<file path="src/rtl/fpsm_pkg.sv">
// ----------------------------------------------------------------------------
// fpsm_pkg
// shared sizes, codes and types of the floating-point register stack mapper
// ----------------------------------------------------------------------------
package fpsm_pkg;

	localparam int STACK_SLOTS  = 8;
	localparam int VIRTUAL_REGS = 8;

	localparam int POS_W     = $clog2(STACK_SLOTS);
	localparam int DEPTH_W   = $clog2(STACK_SLOTS + 1);
	localparam int REG_W     = 3;
	localparam int CMD_W     = 3;
	localparam int LIVE_W    = 8;
	localparam int KIND_W    = 4;
	localparam int OUT_POS_W = 3;

	localparam int QUEUE_DEPTH = 2;
	localparam int QPTR_W      = (QUEUE_DEPTH > 1) ? $clog2(QUEUE_DEPTH) : 1;
	localparam int QCNT_W      = $clog2(QUEUE_DEPTH + 1);

	// command codes on the input word
	localparam logic [CMD_W-1:0] CMD_LOAD   = 3'd0;
	localparam logic [CMD_W-1:0] CMD_UNARY  = 3'd1;
	localparam logic [CMD_W-1:0] CMD_BINARY = 3'd2;
	localparam logic [CMD_W-1:0] CMD_STORE  = 3'd3;
	localparam logic [CMD_W-1:0] CMD_COPY   = 3'd4;

	typedef enum logic [2:0] {
		OP_LOAD,
		OP_UNARY,
		OP_BINARY,
		OP_STORE,
		OP_COPY,
		OP_BAD
	} op_t;

	// decoded instruction as it sits in the queue
	typedef struct packed {
		op_t              op;
		logic [REG_W-1:0] r1;
		logic [REG_W-1:0] r2;
		logic             in_reg;
		logic [REG_W-1:0] rd;
		logic             rd_ok;
		logic             l1;
		logic             l2;
	} item_t;

	typedef enum logic [KIND_W-1:0] {
		K_XCHG      = 4'd0,
		K_PUSH      = 4'd1,
		K_LOAD      = 4'd2,
		K_UNARY     = 4'd3,
		K_BINOP     = 4'd4,
		K_BINOP_POP = 4'd5,
		K_REV_POP   = 4'd6,
		K_STORE     = 4'd7,
		K_STORE_POP = 4'd8,
		K_COPY_DEAD = 4'd9,
		K_ERROR     = 4'd10
	} kind_t;

	typedef struct packed {
		kind_t                kind;
		logic [OUT_POS_W-1:0] pos_a;
		logic [OUT_POS_W-1:0] pos_b;
		logic [OUT_POS_W-1:0] pos_out;
	} result_t;

endpackage

</file>
<file path="src/rtl/fp_register_stack_mapper.sv">
// ----------------------------------------------------------------------------
// fp_register_stack_mapper
// maps virtual floating-point instructions onto an 8-slot register stack
// ----------------------------------------------------------------------------
// start is taken at a rising edge where busy is low; the instruction word goes
// into a two-entry queue, so busy rises only when that queue is full. the back
// end takes one instruction from the queue per plan cycle and emits one or two
// result words, each shown for exactly one cycle with strobe high: an optional
// fix-up (exchange with top or push of a copy) and then the rewritten
// instruction, or a single error word. last marks the final word. results
// cannot be held off, so the receiver must take every strobed word. an
// instruction with a fix-up blocks the planning of the next one while its
// second word is pending; the first word appears in the cycle after the plan
// cycle, and an instruction that reaches an idle, empty block is planned in
// the cycle after it is taken. throughput is set by the single stack update
// per plan cycle, since each instruction depends on the stack left by the one
// before. no clearing pass: the stack depth resets to empty and slot contents
// are only read inside the depth.
// ----------------------------------------------------------------------------
module fp_register_stack_mapper (
	input  logic                            clk,
	input  logic                            arst_n,
	input  logic                            start,
	output logic                            busy,
	input  logic [fpsm_pkg::CMD_W-1:0]      command,
	input  logic [fpsm_pkg::REG_W-1:0]      first_source,
	input  logic [fpsm_pkg::REG_W-1:0]      second_source,
	input  logic                            second_in_register,
	input  logic [fpsm_pkg::REG_W-1:0]      destination,
	input  logic [fpsm_pkg::LIVE_W-1:0]     live_after,
	output logic                            strobe,
	output logic [fpsm_pkg::KIND_W-1:0]     kind,
	output logic [fpsm_pkg::OUT_POS_W-1:0]  position_a,
	output logic [fpsm_pkg::OUT_POS_W-1:0]  position_b,
	output logic [fpsm_pkg::OUT_POS_W-1:0]  position_out,
	output logic                            last
);
	import fpsm_pkg::*;

	logic  accept;
	logic  queue_full;
	logic  head_valid;
	logic  head_pop;
	item_t in_item;
	item_t head_item;

	// front: accept and classify the incoming word
	fpsm_front u_front (
		.start              (start),
		.queue_full         (queue_full),
		.command            (command),
		.first_source       (first_source),
		.second_source      (second_source),
		.second_in_register (second_in_register),
		.destination        (destination),
		.live_after         (live_after),
		.accept             (accept),
		.item               (in_item)
	);

	// decoupling queue
	fpsm_queue u_queue (
		.clk        (clk),
		.arst_n     (arst_n),
		.push       (accept),
		.din        (in_item),
		.pop        (head_pop),
		.full       (queue_full),
		.head_valid (head_valid),
		.head       (head_item)
	);

	// back: stack state, planning and result words
	fpsm_back u_back (
		.clk          (clk),
		.arst_n       (arst_n),
		.head_valid   (head_valid),
		.head         (head_item),
		.head_pop     (head_pop),
		.strobe       (strobe),
		.kind         (kind),
		.position_a   (position_a),
		.position_b   (position_b),
		.position_out (position_out),
		.last         (last)
	);

	assign busy = queue_full;

endmodule

</file>
<file path="src/rtl/fpsm_front.sv">
// ----------------------------------------------------------------------------
// fpsm_front
// takes instruction words and classifies them for the back end
// ----------------------------------------------------------------------------
module fpsm_front (
	input  logic                         start,
	input  logic                         queue_full,
	input  logic [fpsm_pkg::CMD_W-1:0]   command,
	input  logic [fpsm_pkg::REG_W-1:0]   first_source,
	input  logic [fpsm_pkg::REG_W-1:0]   second_source,
	input  logic                         second_in_register,
	input  logic [fpsm_pkg::REG_W-1:0]   destination,
	input  logic [fpsm_pkg::LIVE_W-1:0]  live_after,
	output logic                         accept,
	output fpsm_pkg::item_t              item
);
	import fpsm_pkg::*;

	assign accept = start && !queue_full;

	always_comb begin
		item.r1     = first_source;
		item.r2     = second_source;
		item.in_reg = second_in_register;
		item.rd     = destination;
		item.rd_ok  = (32'(destination) < VIRTUAL_REGS);
		item.l1     = live_after[first_source];
		item.l2     = live_after[second_source];
		unique case (command)
			CMD_LOAD:   item.op = OP_LOAD;
			CMD_UNARY:  item.op = OP_UNARY;
			CMD_BINARY: item.op = OP_BINARY;
			CMD_STORE:  item.op = OP_STORE;
			CMD_COPY:   item.op = OP_COPY;
			default:    item.op = OP_BAD;
		endcase
	end

endmodule

</file>
<file path="src/rtl/fpsm_queue.sv">
// ----------------------------------------------------------------------------
// fpsm_queue
// short fifo of decoded instructions between front and back end
// ----------------------------------------------------------------------------
module fpsm_queue (
	input  logic            clk,
	input  logic            arst_n,
	input  logic            push,
	input  fpsm_pkg::item_t din,
	input  logic            pop,
	output logic            full,
	output logic            head_valid,
	output fpsm_pkg::item_t head
);
	import fpsm_pkg::*;

	item_t              entry_q [QUEUE_DEPTH];
	logic [QPTR_W-1:0]  wr_ptr_q;
	logic [QPTR_W-1:0]  rd_ptr_q;
	logic [QCNT_W-1:0]  count_q;
	logic               do_pop;

	assign full       = (count_q == QCNT_W'(QUEUE_DEPTH));
	assign head_valid = (count_q != '0);
	assign head       = entry_q[rd_ptr_q];
	assign do_pop     = pop && head_valid;

	function automatic logic [QPTR_W-1:0] next_ptr(logic [QPTR_W-1:0] p);
		next_ptr = (p == QPTR_W'(QUEUE_DEPTH - 1)) ? '0 : p + 1'b1;
	endfunction

	always_ff @(posedge clk) begin
		if (push && !full)
			entry_q[wr_ptr_q] <= din;
	end

	always_ff @(posedge clk or negedge arst_n) begin
		if (!arst_n) begin
			wr_ptr_q <= '0;
			rd_ptr_q <= '0;
			count_q  <= '0;
		end else begin
			if (push && !full)
				wr_ptr_q <= next_ptr(wr_ptr_q);
			if (do_pop)
				rd_ptr_q <= next_ptr(rd_ptr_q);
			if ((push && !full) && !do_pop)
				count_q <= count_q + 1'b1;
			else if (!(push && !full) && do_pop)
				count_q <= count_q - 1'b1;
		end
	end

	a_count_bound: assert property (@(posedge clk) disable iff (!arst_n)
		count_q <= QCNT_W'(QUEUE_DEPTH))
		else $error("queue count beyond depth");
	a_pop_empty: assert property (@(posedge clk) disable iff (!arst_n)
		(!head_valid && !push) |=> !head_valid)
		else $error("queue became valid without a write");
	a_full_hold: assert property (@(posedge clk) disable iff (!arst_n)
		(full && !pop) |=> full)
		else $error("full queue lost an entry without a read");

endmodule

</file>
<file path="src/rtl/fpsm_back.sv">
// ----------------------------------------------------------------------------
// fpsm_back
// keeps the register stack, plans fix-up and rewritten instruction, emits them
// ----------------------------------------------------------------------------
module fpsm_back (
	input  logic                            clk,
	input  logic                            arst_n,
	input  logic                            head_valid,
	input  fpsm_pkg::item_t                 head,
	output logic                            head_pop,
	output logic                            strobe,
	output logic [fpsm_pkg::KIND_W-1:0]     kind,
	output logic [fpsm_pkg::OUT_POS_W-1:0]  position_a,
	output logic [fpsm_pkg::OUT_POS_W-1:0]  position_b,
	output logic [fpsm_pkg::OUT_POS_W-1:0]  position_out,
	output logic                            last
);
	import fpsm_pkg::*;

	// stack kept in position order: entry 0 is the top
	logic [REG_W-1:0]   st_q [STACK_SLOTS];
	logic [DEPTH_W-1:0] depth_q;

	logic               pend_q;
	result_t            pend_res_q;
	logic               strobe_q;
	result_t            out_q;
	logic               last_q;

	logic               hit1, hit2;
	logic [POS_W-1:0]   i1, i2;
	logic               full;

	logic               plan_go;
	logic               plan_ok;
	logic               fix;
	result_t            fix_res, main_res;
	logic               do_push, do_xchg, do_write, do_pop;
	logic [POS_W-1:0]   xp, wpos;
	logic [POS_W-1:0]   pa, pb, oi;
	kind_t              k;

	logic [REG_W-1:0]   after1 [STACK_SLOTS];
	logic [REG_W-1:0]   after2 [STACK_SLOTS];
	logic [REG_W-1:0]   ns     [STACK_SLOTS];
	logic [DEPTH_W-1:0] nd;
	logic [REG_W-1:0]   xval;

	function automatic result_t mk(kind_t kk, logic [POS_W-1:0] a, logic [POS_W-1:0] b,
			logic [POS_W-1:0] o);
		result_t r;
		r.kind    = kk;
		r.pos_a   = OUT_POS_W'(a);
		r.pos_b   = OUT_POS_W'(b);
		r.pos_out = OUT_POS_W'(o);
		return r;
	endfunction

	assign full     = (depth_q == DEPTH_W'(STACK_SLOTS));
	assign plan_go  = head_valid && !pend_q;
	assign head_pop = plan_go;

	// operand search, lowest position wins
	always_comb begin
		hit1 = 1'b0;
		hit2 = 1'b0;
		i1   = '0;
		i2   = '0;
		for (int i = STACK_SLOTS - 1; i >= 0; i--) begin
			if ((DEPTH_W'(i) < depth_q) && (st_q[i] == head.r1)) begin
				hit1 = 1'b1;
				i1   = POS_W'(i);
			end
			if ((DEPTH_W'(i) < depth_q) && (st_q[i] == head.r2)) begin
				hit2 = 1'b1;
				i2   = POS_W'(i);
			end
		end
	end

	// plan of one instruction
	always_comb begin
		plan_ok  = 1'b1;
		fix      = 1'b0;
		fix_res  = mk(K_XCHG, '0, '0, '0);
		main_res = mk(K_ERROR, '0, '0, '0);
		do_push  = 1'b0;
		do_xchg  = 1'b0;
		do_write = 1'b0;
		do_pop   = 1'b0;
		xp       = '0;
		wpos     = '0;
		pa       = i1;
		pb       = i2;
		oi       = '0;
		k        = K_BINOP;
		unique case (head.op)
			OP_LOAD: begin
				if (!head.rd_ok || full)
					plan_ok = 1'b0;
				else begin
					do_push  = 1'b1;
					main_res = mk(K_LOAD, '0, '0, '0);
				end
			end
			OP_UNARY: begin
				if (!head.rd_ok || !hit1)
					plan_ok = 1'b0;
				else if (head.l1) begin
					if (full)
						plan_ok = 1'b0;
					else begin
						do_push = 1'b1;
						fix     = 1'b1;
						fix_res = mk(K_PUSH, i1, '0, '0);
					end
				end else begin
					if (i1 != '0) begin
						do_xchg = 1'b1;
						xp      = i1;
						fix     = 1'b1;
						fix_res = mk(K_XCHG, i1, '0, '0);
					end
					do_write = 1'b1;
				end
				main_res = mk(K_UNARY, '0, '0, '0);
			end
			OP_BINARY: begin
				if (!head.rd_ok || !hit1 || (head.in_reg && !hit2))
					plan_ok = 1'b0;
				else if (head.in_reg) begin
					if (head.l1 && head.l2) begin
						if (full)
							plan_ok = 1'b0;
						else begin
							do_push = 1'b1;
							fix     = 1'b1;
							fix_res = mk(K_PUSH, i1, '0, '0);
							pa      = '0;
							pb      = i2 + 1'b1;
						end
					end else if (head.l1) begin
						if (i2 != '0) begin
							do_xchg = 1'b1;
							xp      = i2;
							fix     = 1'b1;
							fix_res = mk(K_XCHG, i2, '0, '0);
							if (i1 == '0)
								pa = i2;
						end
						pb = '0;
					end else if (head.l2) begin
						if (i1 != '0) begin
							do_xchg = 1'b1;
							xp      = i1;
							fix     = 1'b1;
							fix_res = mk(K_XCHG, i1, '0, '0);
							if (i2 == '0)
								pb = i1;
						end
						pa = '0;
					end else begin
						// both operands die: pop variant
						do_pop = 1'b1;
						if (i1 == '0) begin
							oi = i2;
							pa = i2;
							pb = '0;
							k  = K_REV_POP;
						end else if (i2 == '0) begin
							oi = i1;
							k  = K_BINOP_POP;
						end else begin
							do_xchg = 1'b1;
							xp      = i2;
							fix     = 1'b1;
							fix_res = mk(K_XCHG, i2, '0, '0);
							pb      = '0;
							oi      = i1;
							k       = K_BINOP_POP;
						end
					end
				end else begin
					// memory operand
					if (head.l1) begin
						if (full)
							plan_ok = 1'b0;
						else begin
							do_push = 1'b1;
							fix     = 1'b1;
							fix_res = mk(K_PUSH, i1, '0, '0);
						end
					end else if (i1 != '0) begin
						do_xchg = 1'b1;
						xp      = i1;
						fix     = 1'b1;
						fix_res = mk(K_XCHG, i1, '0, '0);
					end
					pa = '0;
					pb = '0;
				end
				do_write = 1'b1;
				wpos     = oi;
				main_res = mk(k, pa, pb, oi);
			end
			OP_STORE: begin
				if (!hit2)
					plan_ok = 1'b0;
				else begin
					if (i2 != '0) begin
						do_xchg = 1'b1;
						xp      = i2;
						fix     = 1'b1;
						fix_res = mk(K_XCHG, i2, '0, '0);
					end
					if (head.l2)
						main_res = mk(K_STORE, '0, '0, '0);
					else begin
						do_pop   = 1'b1;
						main_res = mk(K_STORE_POP, '0, '0, '0);
					end
				end
			end
			OP_COPY: begin
				if (!head.rd_ok || !hit1)
					plan_ok = 1'b0;
				else if (head.l1) begin
					if (full)
						plan_ok = 1'b0;
					else begin
						do_push  = 1'b1;
						main_res = mk(K_PUSH, i1, '0, '0);
					end
				end else begin
					do_write = 1'b1;
					wpos     = i1;
					main_res = mk(K_COPY_DEAD, i1, '0, i1);
				end
			end
			default: plan_ok = 1'b0;
		endcase
		if (!plan_ok) begin
			fix      = 1'b0;
			main_res = mk(K_ERROR, '0, '0, '0);
		end
	end

	// next stack: push or exchange, then destination write, then pop
	assign xval = st_q[xp];

	always_comb begin
		for (int i = 0; i < STACK_SLOTS; i++) begin
			if (do_push)
				after1[i] = (i == 0) ? head.rd : st_q[(i == 0) ? 0 : i - 1];
			else if (do_xchg && (i == 0))
				after1[i] = xval;
			else if (do_xchg && (POS_W'(i) == xp))
				after1[i] = st_q[0];
			else
				after1[i] = st_q[i];
			after2[i] = (do_write && (POS_W'(i) == wpos)) ? head.rd : after1[i];
		end
		for (int i = 0; i < STACK_SLOTS; i++) begin
			if (do_pop && (i < STACK_SLOTS - 1))
				ns[i] = after2[(i < STACK_SLOTS - 1) ? i + 1 : i];
			else
				ns[i] = after2[i];
		end
		if (do_push)
			nd = depth_q + 1'b1;
		else if (do_pop && (depth_q != '0))
			nd = depth_q - 1'b1;
		else
			nd = depth_q;
	end

	always_ff @(posedge clk) begin
		if (plan_go && plan_ok)
			st_q <= ns;
		if (plan_go) begin
			out_q      <= fix ? fix_res : main_res;
			pend_res_q <= main_res;
		end else if (pend_q)
			out_q <= pend_res_q;
	end

	always_ff @(posedge clk or negedge arst_n) begin
		if (!arst_n) begin
			depth_q  <= '0;
			pend_q   <= 1'b0;
			strobe_q <= 1'b0;
			last_q   <= 1'b0;
		end else begin
			if (plan_go && plan_ok)
				depth_q <= nd;
			if (plan_go) begin
				strobe_q <= 1'b1;
				last_q   <= !fix;
				pend_q   <= fix;
			end else if (pend_q) begin
				strobe_q <= 1'b1;
				last_q   <= 1'b1;
				pend_q   <= 1'b0;
			end else begin
				strobe_q <= 1'b0;
				last_q   <= 1'b0;
			end
		end
	end

	assign strobe       = strobe_q;
	assign kind         = out_q.kind;
	assign position_a   = out_q.pos_a;
	assign position_b   = out_q.pos_b;
	assign position_out = out_q.pos_out;
	assign last         = last_q;

	a_pend_follows: assert property (@(posedge clk) disable iff (!arst_n)
		pend_q |=> (strobe_q && last_q))
		else $error("second word of an instruction not delivered");
	a_depth_bound: assert property (@(posedge clk) disable iff (!arst_n)
		depth_q <= DEPTH_W'(STACK_SLOTS))
		else $error("stack depth beyond slot count");
	a_error_shape: assert property (@(posedge clk) disable iff (!arst_n)
		(strobe_q && (out_q.kind == K_ERROR)) |-> (last_q && (out_q.pos_a == '0)
			&& (out_q.pos_b == '0) && (out_q.pos_out == '0)))
		else $error("malformed error word");
	a_depth_commit: assert property (@(posedge clk) disable iff (!arst_n)
		!$stable(depth_q) |-> $past(plan_go && plan_ok))
		else $error("stack depth moved without a committed instruction");

endmodule
</file>
<file path="config.mk">
export PLATFORM = sky130hd
export DESIGN_NAME = fp_register_stack_mapper
export DESIGN_NICKNAME = d
export VERILOG_FILES = /design/src/rtl/fpsm_pkg.sv /design/src/rtl/fp_register_stack_mapper.sv /design/src/rtl/fpsm_front.sv /design/src/rtl/fpsm_queue.sv /design/src/rtl/fpsm_back.sv
export SDC_FILE = /design/constraint.sdc
export NUM_CORES = 1
export LEC_CHECK = 0
export BUFFER_PORTS_ARGS = -buffer_cell sky130_fd_sc_hd__clkbuf_2
export CAP_MARGIN = 20
export CORE_MARGIN = 2
export CORE_UTILIZATION = 58
export CTS_BUF_LIST = sky130_fd_sc_hd__clkbuf_4 sky130_fd_sc_hd__clkbuf_8
export DETAILED_ROUTE_END_ITERATION = 8
export HOLD_SLACK_MARGIN = 0.02
export PLACE_DENSITY = 0.75
export SLEW_MARGIN = 10
export SYNTH_ARGS = -nofsm -noshare
export SYNTH_HDL_FRONTEND = slang
export SYNTH_SLANG_ARGS = --single-unit
</file>
<file path="constraint.sdc">
create_clock -name clk -period 3.9 [get_ports clk]
set_input_delay 0.39 -clock clk [delete_from_list [all_inputs] [get_ports clk]]
set_output_delay 0.39 -clock clk [all_outputs]
set_load 0.05 [all_outputs]
</file>
Word-level counts from Yosys, hierarchy flattened --
Memories as Yosys holds them, arrays and structs flattened. Index checks and enable logic that the tools add are counted.
Word-level totals: bits in registers 61, bits in writable memories 30, input port bits 24, output and inout bits 16, word-level logic and storage cells 348, memories 1
Memories:
- u_queue.entry_q | words 2, width 15, rd ports 1, clocked after Yosys merged registers in 0, write ports 1, RTL line fpsm_queue.sv:17 | item_t entry_q [QUEUE_DEPTH];
Operators by class: add/sub/neg operators 7, order comparisons 11, equal/unequal tests 40, muxes and demuxes 197, bitwise operators 1, reduce and logical (&&, ||, !) cells 68
Operator list (count):
- 3-bit 2-to-1 mux | 85
- 13-bit 2-to-1 mux | 18
- 1-bit 2-to-1 mux | 65
- 13-bit case mux with 5 select lines | 1
- 3-bit == test | 16
- 1-bit logical AND | 41
- 13-bit case mux with 3 select lines | 1
- 9-bit 2-to-1 mux | 4
- 4-bit 2-to-1 mux | 7
- 3-bit == test (first input constant) | 8
- 3-bit by 4-bit < comparator with 1-bit output (first input constant) | 4
- 3-bit logical NOT | 5
- 3-bit case mux with 5 select lines | 1
- 2-bit by 3-bit == test with 1-bit output (first input constant) | 4
- 3-bit by 2-bit == test with 1-bit output (second input constant) | 4
- 10-bit 2-to-1 mux | 1
- 3-bit binary-select mux with 3-bit select | 1
- 1-bit case mux with 3 select lines | 3
- 3-bit case mux with 3 select lines | 1
- 1-bit by 4-bit < comparator with 1-bit output (first input constant) | 2
- 2-bit by 4-bit < comparator with 1-bit output (first input constant) | 2
- 3-bit by 4-bit < comparator with 1-bit output (second input constant) | 2
- 2-bit nonzero test | 4
- 4-bit nonzero test | 2
- 24 further kinds | 42

Logic depth before layout (Yosys ltp) --
An unclocked memory read counts as a cell.
word-level depth 28, depth in mapped cells 18, mapped depth without buffers 17

Cells and area by module --
From an unflattened synthesis, not the netlist that was laid out.
Second synthesis, totals: cells, all modules 750, area, all modules 7260.7 um2
Modules (own cells, without submodules):
- fpsm_back | instances 1, cells each 659, area each 5616.6 um2, seq. area each 1676.6 um2
- fpsm_queue | instances 1, cells each 69, area each 1406.3 um2, seq. area each 1061.0 um2
- fpsm_front | instances 1, cells each 22, area each 237.7 um2, seq. area each 0.0 um2

Worst setup path before layout --
Ideal clock, no wire load.
kind reg-to-reg, start point reg u_queue.rd_ptr_q, end point reg u_back.st_q[21] (netlist name) (enable), setup time 306 ps, arrival 3812 ps, data required time 3594 ps, setup slack -218 ps, cell stages (with the launch flop) 13, path buffers 3, clock period less this slack 4118 ps, cell sequence dfrtp_1 -> buf_6 -> buf_6 -> mux2i_4 -> xnor2_1 -> nor4b_1 -> nor4_1 -> nand2_2 -> o2111ai_1 -> and2_0 -> buf_2 -> nor2_1 -> o41a_1
On the way: longest elaborated chain between the ends 23, elaborated cells between the ends (all ways) 131, classes of those cells eq/ne: 20; mux: 77; reduce/logical: 33; memory: 1
RTL lines:
- start, declared | RTL line fpsm_queue.sv:19 | logic [QPTR_W-1:0] rd_ptr_q;
- start signal, assigned | RTL line fpsm_queue.sv:46 | rd_ptr_q <= next_ptr(rd_ptr_q);
- memory 2 x 15 bit (*)
- 3-bit == test | RTL line fpsm_back.sv:70 | if ((DEPTH_W'(i) < depth_q) && (st_q[i] == head.r1)) begin
- 1-bit logical AND | RTL line fpsm_back.sv:70
- 3-bit 2-to-1 mux (8 in series) | RTL line fpsm_back.sv:70
- 3-bit logical NOT | RTL line fpsm_back.sv:165 | if (i1 == '0) begin
- 3-bit 2-to-1 mux | RTL line fpsm_back.sv:165
- 3-bit 2-to-1 mux | RTL line fpsm_back.sv:152 | end else if (head.l2) begin
- 3-bit 2-to-1 mux | RTL line fpsm_back.sv:142 | end else if (head.l1) begin
- 3-bit 2-to-1 mux | RTL line fpsm_back.sv:132 | if (head.l1 && head.l2) begin
- 3-bit 2-to-1 mux | RTL line fpsm_back.sv:131 | else if (head.in_reg) begin
- 3-bit 2-to-1 mux | RTL line fpsm_back.sv:129 | if (!head.rd_ok || !hit1 || (head.in_reg && !hit2))
- 3-bit case mux with 2 select lines | RTL line fpsm_back.sv:97 | unique case (head.op)
- 3-bit logical NOT | RTL line fpsm_back.sv:261 | after2[i] = (do_write && (POS_W'(i) == wpos)) ? head.rd : after1[i];
- 1-bit logical AND | RTL line fpsm_back.sv:261
- 4-bit nonzero test (no line)
- 2-bit AND reduction (no line) (*)
- end signal, assigned | RTL line fpsm_back.sv:279 | st_q <= ns;
- end, declared | RTL line fpsm_back.sv:21 | logic [REG_W-1:0] st_q [STACK_SLOTS];
Every way passes the cells marked *; elsewhere a longest branch is shown, timed or not. A chain may end at the register's enable or synchronous reset.

==> summary.txt <==
CP endpoint - u_back.st_q[8]$_DFFE_PP_
Reg-to-Reg End - u_back.st_q[8]$_DFFE_PP_
Fill count - 686
Cts bufs inserted - 9
F_max - 230 MHz
Finish-stage setup viols - 33
Compound-Gate Fraction of Synth Area - 24.8%
Predominant post-synthesis flop cell - edfxtp_1
Cell variety after synth - 87
Syn_area_per_cell - 9.67 um2
Period minus WS final - 4.35 ns
Seq/Total Area, Yosys - 38.0%
Post-Synth Simple-Gate Area - 17.8%
Critical Path Stages - 17
Vias - 7611
Detailed-route wire length per cell - 25.1 um
Die Span X - 114 um
Post-Syn Nets - 760
Worst path bufs/invs - 4
Hold Crit Class - in2reg
Worst reg2reg startpoint - u_queue.rd_ptr_q$_DFFE_PN0P_
Initial core utilization - 59.2%
Required time worst endpoint - 4.13 ns
Pwr dens - 1050 nW/um2
Commonest non-fill, non-tap cell in the layout - buf_4
Worst Skew - 0.0150 ns
Failing checks - negative setup slack
CP Max Fanout - 9
Post-DR vias/cell - 6.89
Antenna-violating nets left - 0
Final HPWL DP - 19300 um
Period utilization - 112%
Setup ws final - -0.451 ns
Status - finished with violations
CTS max path bufs - 2
Area Growth Syn to Fin - 42.4%
Port Buffer Count - 39
Cell Rows - 40
Antenna diode count - 0
Clock latency on the worst-skew pair - 0.41 ns
Post-route core utilization - 84.2%
CTS root buffer - clkbuf_8
Largest family of logic cells by synthesized area - compound AO/OA/AOI/OAI gates
Vias in the first global route - 7369
CP delay by family, top - compound AO/OA/AOI/OAI gates
DRC - 0
Synth async-reset ratio - 12.1%
Post-Synthesis Cells - 729
Initial antenna violation count - 0
Drt first-iter violations - 834
Final Power - 10500 uW
IO Pins - 40
Share of cells above drive strength 1 - 44.6%
Max-capacitance violation count - 0
Slew @ Worst Pin - 0.714 ns
Max Slew Vio Count - 0
Die height - 114 um
Worst-path clk slew - 0.11 ns
CP endpoint kind - register
Leak - 0.00382 uW
H-tree levels - 3
Min Hold Slack - 0.165 ns
Type of the worst setup path - reg2reg
Yosys warning total - 0
DRT Wirelength - 27700 um
First-pass GRT wire length - 39800 um
GPL Wtd Cong - 1.03
Max VDD drop - 576 uV
CP max stage cell - or4_1
R2R setup slack - -0.45 ns
Max-slew headroom - 52.4%
Synth Register Bits - 91
RSZ-0062 raised after global routing - yes
Post-synthesis mux area share - 6.41%
Final hold violations - 0
CP max stage delay - 0.54 ns
CTS sink cnt - 91
Tot GR Track Use - 40.4%
Post-synth EDFFs - 80
Most frequent cells in the layout - buf_4, edfxtp_1, nor2_1, nand2_1, xnor2_1
Worst path cell trace - buf_12 -> mux2i_4 -> buf_6 -> xnor2_1 -> or4_1 -> a21oi_2 -> o22ai_2 -> inv_2 -> ha_4 -> nand2_1 -> nand3_1 -> o21a_1 -> o21a_2 -> buf_4 -> a311oi_1 -> a211o_1 -> a32oi_1
Critical Path Start - u_queue.rd_ptr_q$_DFFE_PN0P_
Area share of xor/xnor cells in the synthesized design - 7.21%
Post-Synth Adder-Cell Area - 1.24%
Worst endpoint data arrival time - 4.59 ns
Synthesized area - 7050 um2
TritonCTS clock tree - built
Drt pass-1 iters - 8
Core Region - 11900 um2
Reg2reg path depth - 17
Largest net degree at the start of global routing - 26
Grt total ovfl - 0
Final nets - 983
Setup crit start kind - register
Die area - 13000 um2
[metrics by stage]
| stage | area [um2] | setup TNS (ns) | setup slack [ns] | instances |
|---|---|---|---|---|
| 4_1_cts | 9430 | -1.21 | -0.0997 | 1091 |
| 3_5_place_dp | 8730 | -10.63 | -0.346 | 1059 |
| 2_1_floorplan | 7070 | 0 | 0.00437 | 729 |
| 3_3_place_gp | 8730 | -7.33 | -0.276 | 1059 |
| 6_report | 10000 | -9.34 | -0.451 | 1104 |
| 5_1_grt | 10000 | -17.82 | -0.594 | 1104 |
[final cells by class]
| class | count | area [um2] | area share, % |
|---|---|---|---|
| clock buffer | 9 | 124 | 1.23 |
| clock inverter | 7 | 75.1 | 0.748 |
| inverter | 25 | 98.8 | 0.985 |
| multi-input combinational | 570 | 4850 | 48.4 |
| sequential | 91 | 2680 | 26.7 |
| tap | 147 | 184 | 1.83 |
| timing repair buffer | 255 | 2020 | 20.1 |
[worst reg2reg max path, cell delays in order (launching register included)]
cell and delay [ns]:
dfrtp_1 0.43, buf_12 0.17, mux2i_4 0.36, buf_6 0.14, xnor2_1 0.12, or4_1 0.54
a21oi_2 0.31, o22ai_2 0.16, inv_2 0.09, ha_4 0.18, nand2_1 0.10, nand3_1 0.14
o21a_1 0.21, o21a_2 0.33, buf_4 0.22, a311oi_1 0.09, a211o_1 0.33, a32oi_1 0.26
[logic make-up after synthesis]
group | Yosys count
flip-flops | 91
buffers and inverters | 69
XOR/XNOR | 58
adder cells (fa/ha/maj) | 7
AND/OR/NAND/NOR | 237
AO/OA/AOI/OAI | 235
multiplexers | 32
[registers in the layout, indices dropped and copies added (netlist names)]
register and cells:
u_back.depth_q 4, u_back.kind 4, u_back.last 1, u_back.pend_q 1, u_back.pend_res_q 13, u_back.position_a 3, u_back.position_b 3, u_back.position_out 3
u_back.st_q 24, u_back.strobe 1, u_queue.count_q 2, u_queue.entry_q 30, u_queue.rd_ptr_q 1, u_queue.wr_ptr_q 1
[metal layers]
layer	vias to the layer above	GRT usage, %	wire length (um)
li1	3280	-	-
met5	-	0	0
met3	201	6.30	2610
met1	3579	47.4	9560
met2	551	68.4	13000
met4	0	27.6	2510
[cell usage after synthesis, types with 7 or more instances]
cell | n | area (um2)
a211o_1 | 9 | 78.8
clkbuf_1 | 21 | 78.8
edfxtp_1 | 80 | 2400
or4_1 | 7 | 52.6
a32oi_1 | 8 | 70.1
a31oi_1 | 16 | 100
nor3_1 | 22 | 110
ha_1 | 7 | 87.6
buf_2 | 14 | 70.1
o211ai_1 | 11 | 82.6
dfrtp_1 | 11 | 275
xnor2_1 | 54 | 473
and2_1 | 11 | 68.8
nand3_1 | 21 | 105
o21ai_0 | 30 | 150
o21ai_1 | 11 | 55.1
nor2_1 | 53 | 199
a21oi_1 | 32 | 160
nor4_1 | 13 | 81.3
o21a_1 | 8 | 60.1
a22oi_1 | 14 | 105
o31ai_1 | 17 | 128
nor4_2 | 7 | 87.6
and3_1 | 9 | 56.3
inv_1 | 21 | 78.8
mux2i_1 | 17 | 170
nand2_1 | 55 | 206
[timing repair]
item,4_1_cts,5_1_grt
buffers inserted,14,17
gates cloned,1,0
hold buffers,1,0
pin swaps,15,49
endpoints found under the hold margin,11,0
endpoints found under the setup margin,48,58
resized for setup,72,93
[how the worst min path moves through the flow]
stage                              start                         endpoint  slack (ns)  depth (start not counted)
after global placement            arst_n            u_back.last$_DFF_PN0_        0.27                          1
after global routing      destination[0]  u_queue.entry_q[0][2]$_DFFE_PP_        0.16                          1
after floorplan                   arst_n    u_back.depth_q[0]$_DFFE_PN0P_        0.09                          0
final                     destination[0]  u_queue.entry_q[0][2]$_DFFE_PP_        0.17                          1
after detailed placement          arst_n          u_back.pend_q$_DFF_PN0_        0.29                          1
after CTS                 destination[0]  u_queue.entry_q[1][2]$_DFFE_PP_        0.17                          1
[report_power, final]
group / total, uW / leakage (uW) / internal, uW / switching, uW
logic: 7800 / 0.00281 / 3320 / 4480
registers: 2060 / 0.000912 / 1650 / 409
clock network: 669 / 0.0000985 / 253 / 415
Note: power is estimated with default switching activity, not from simulation.
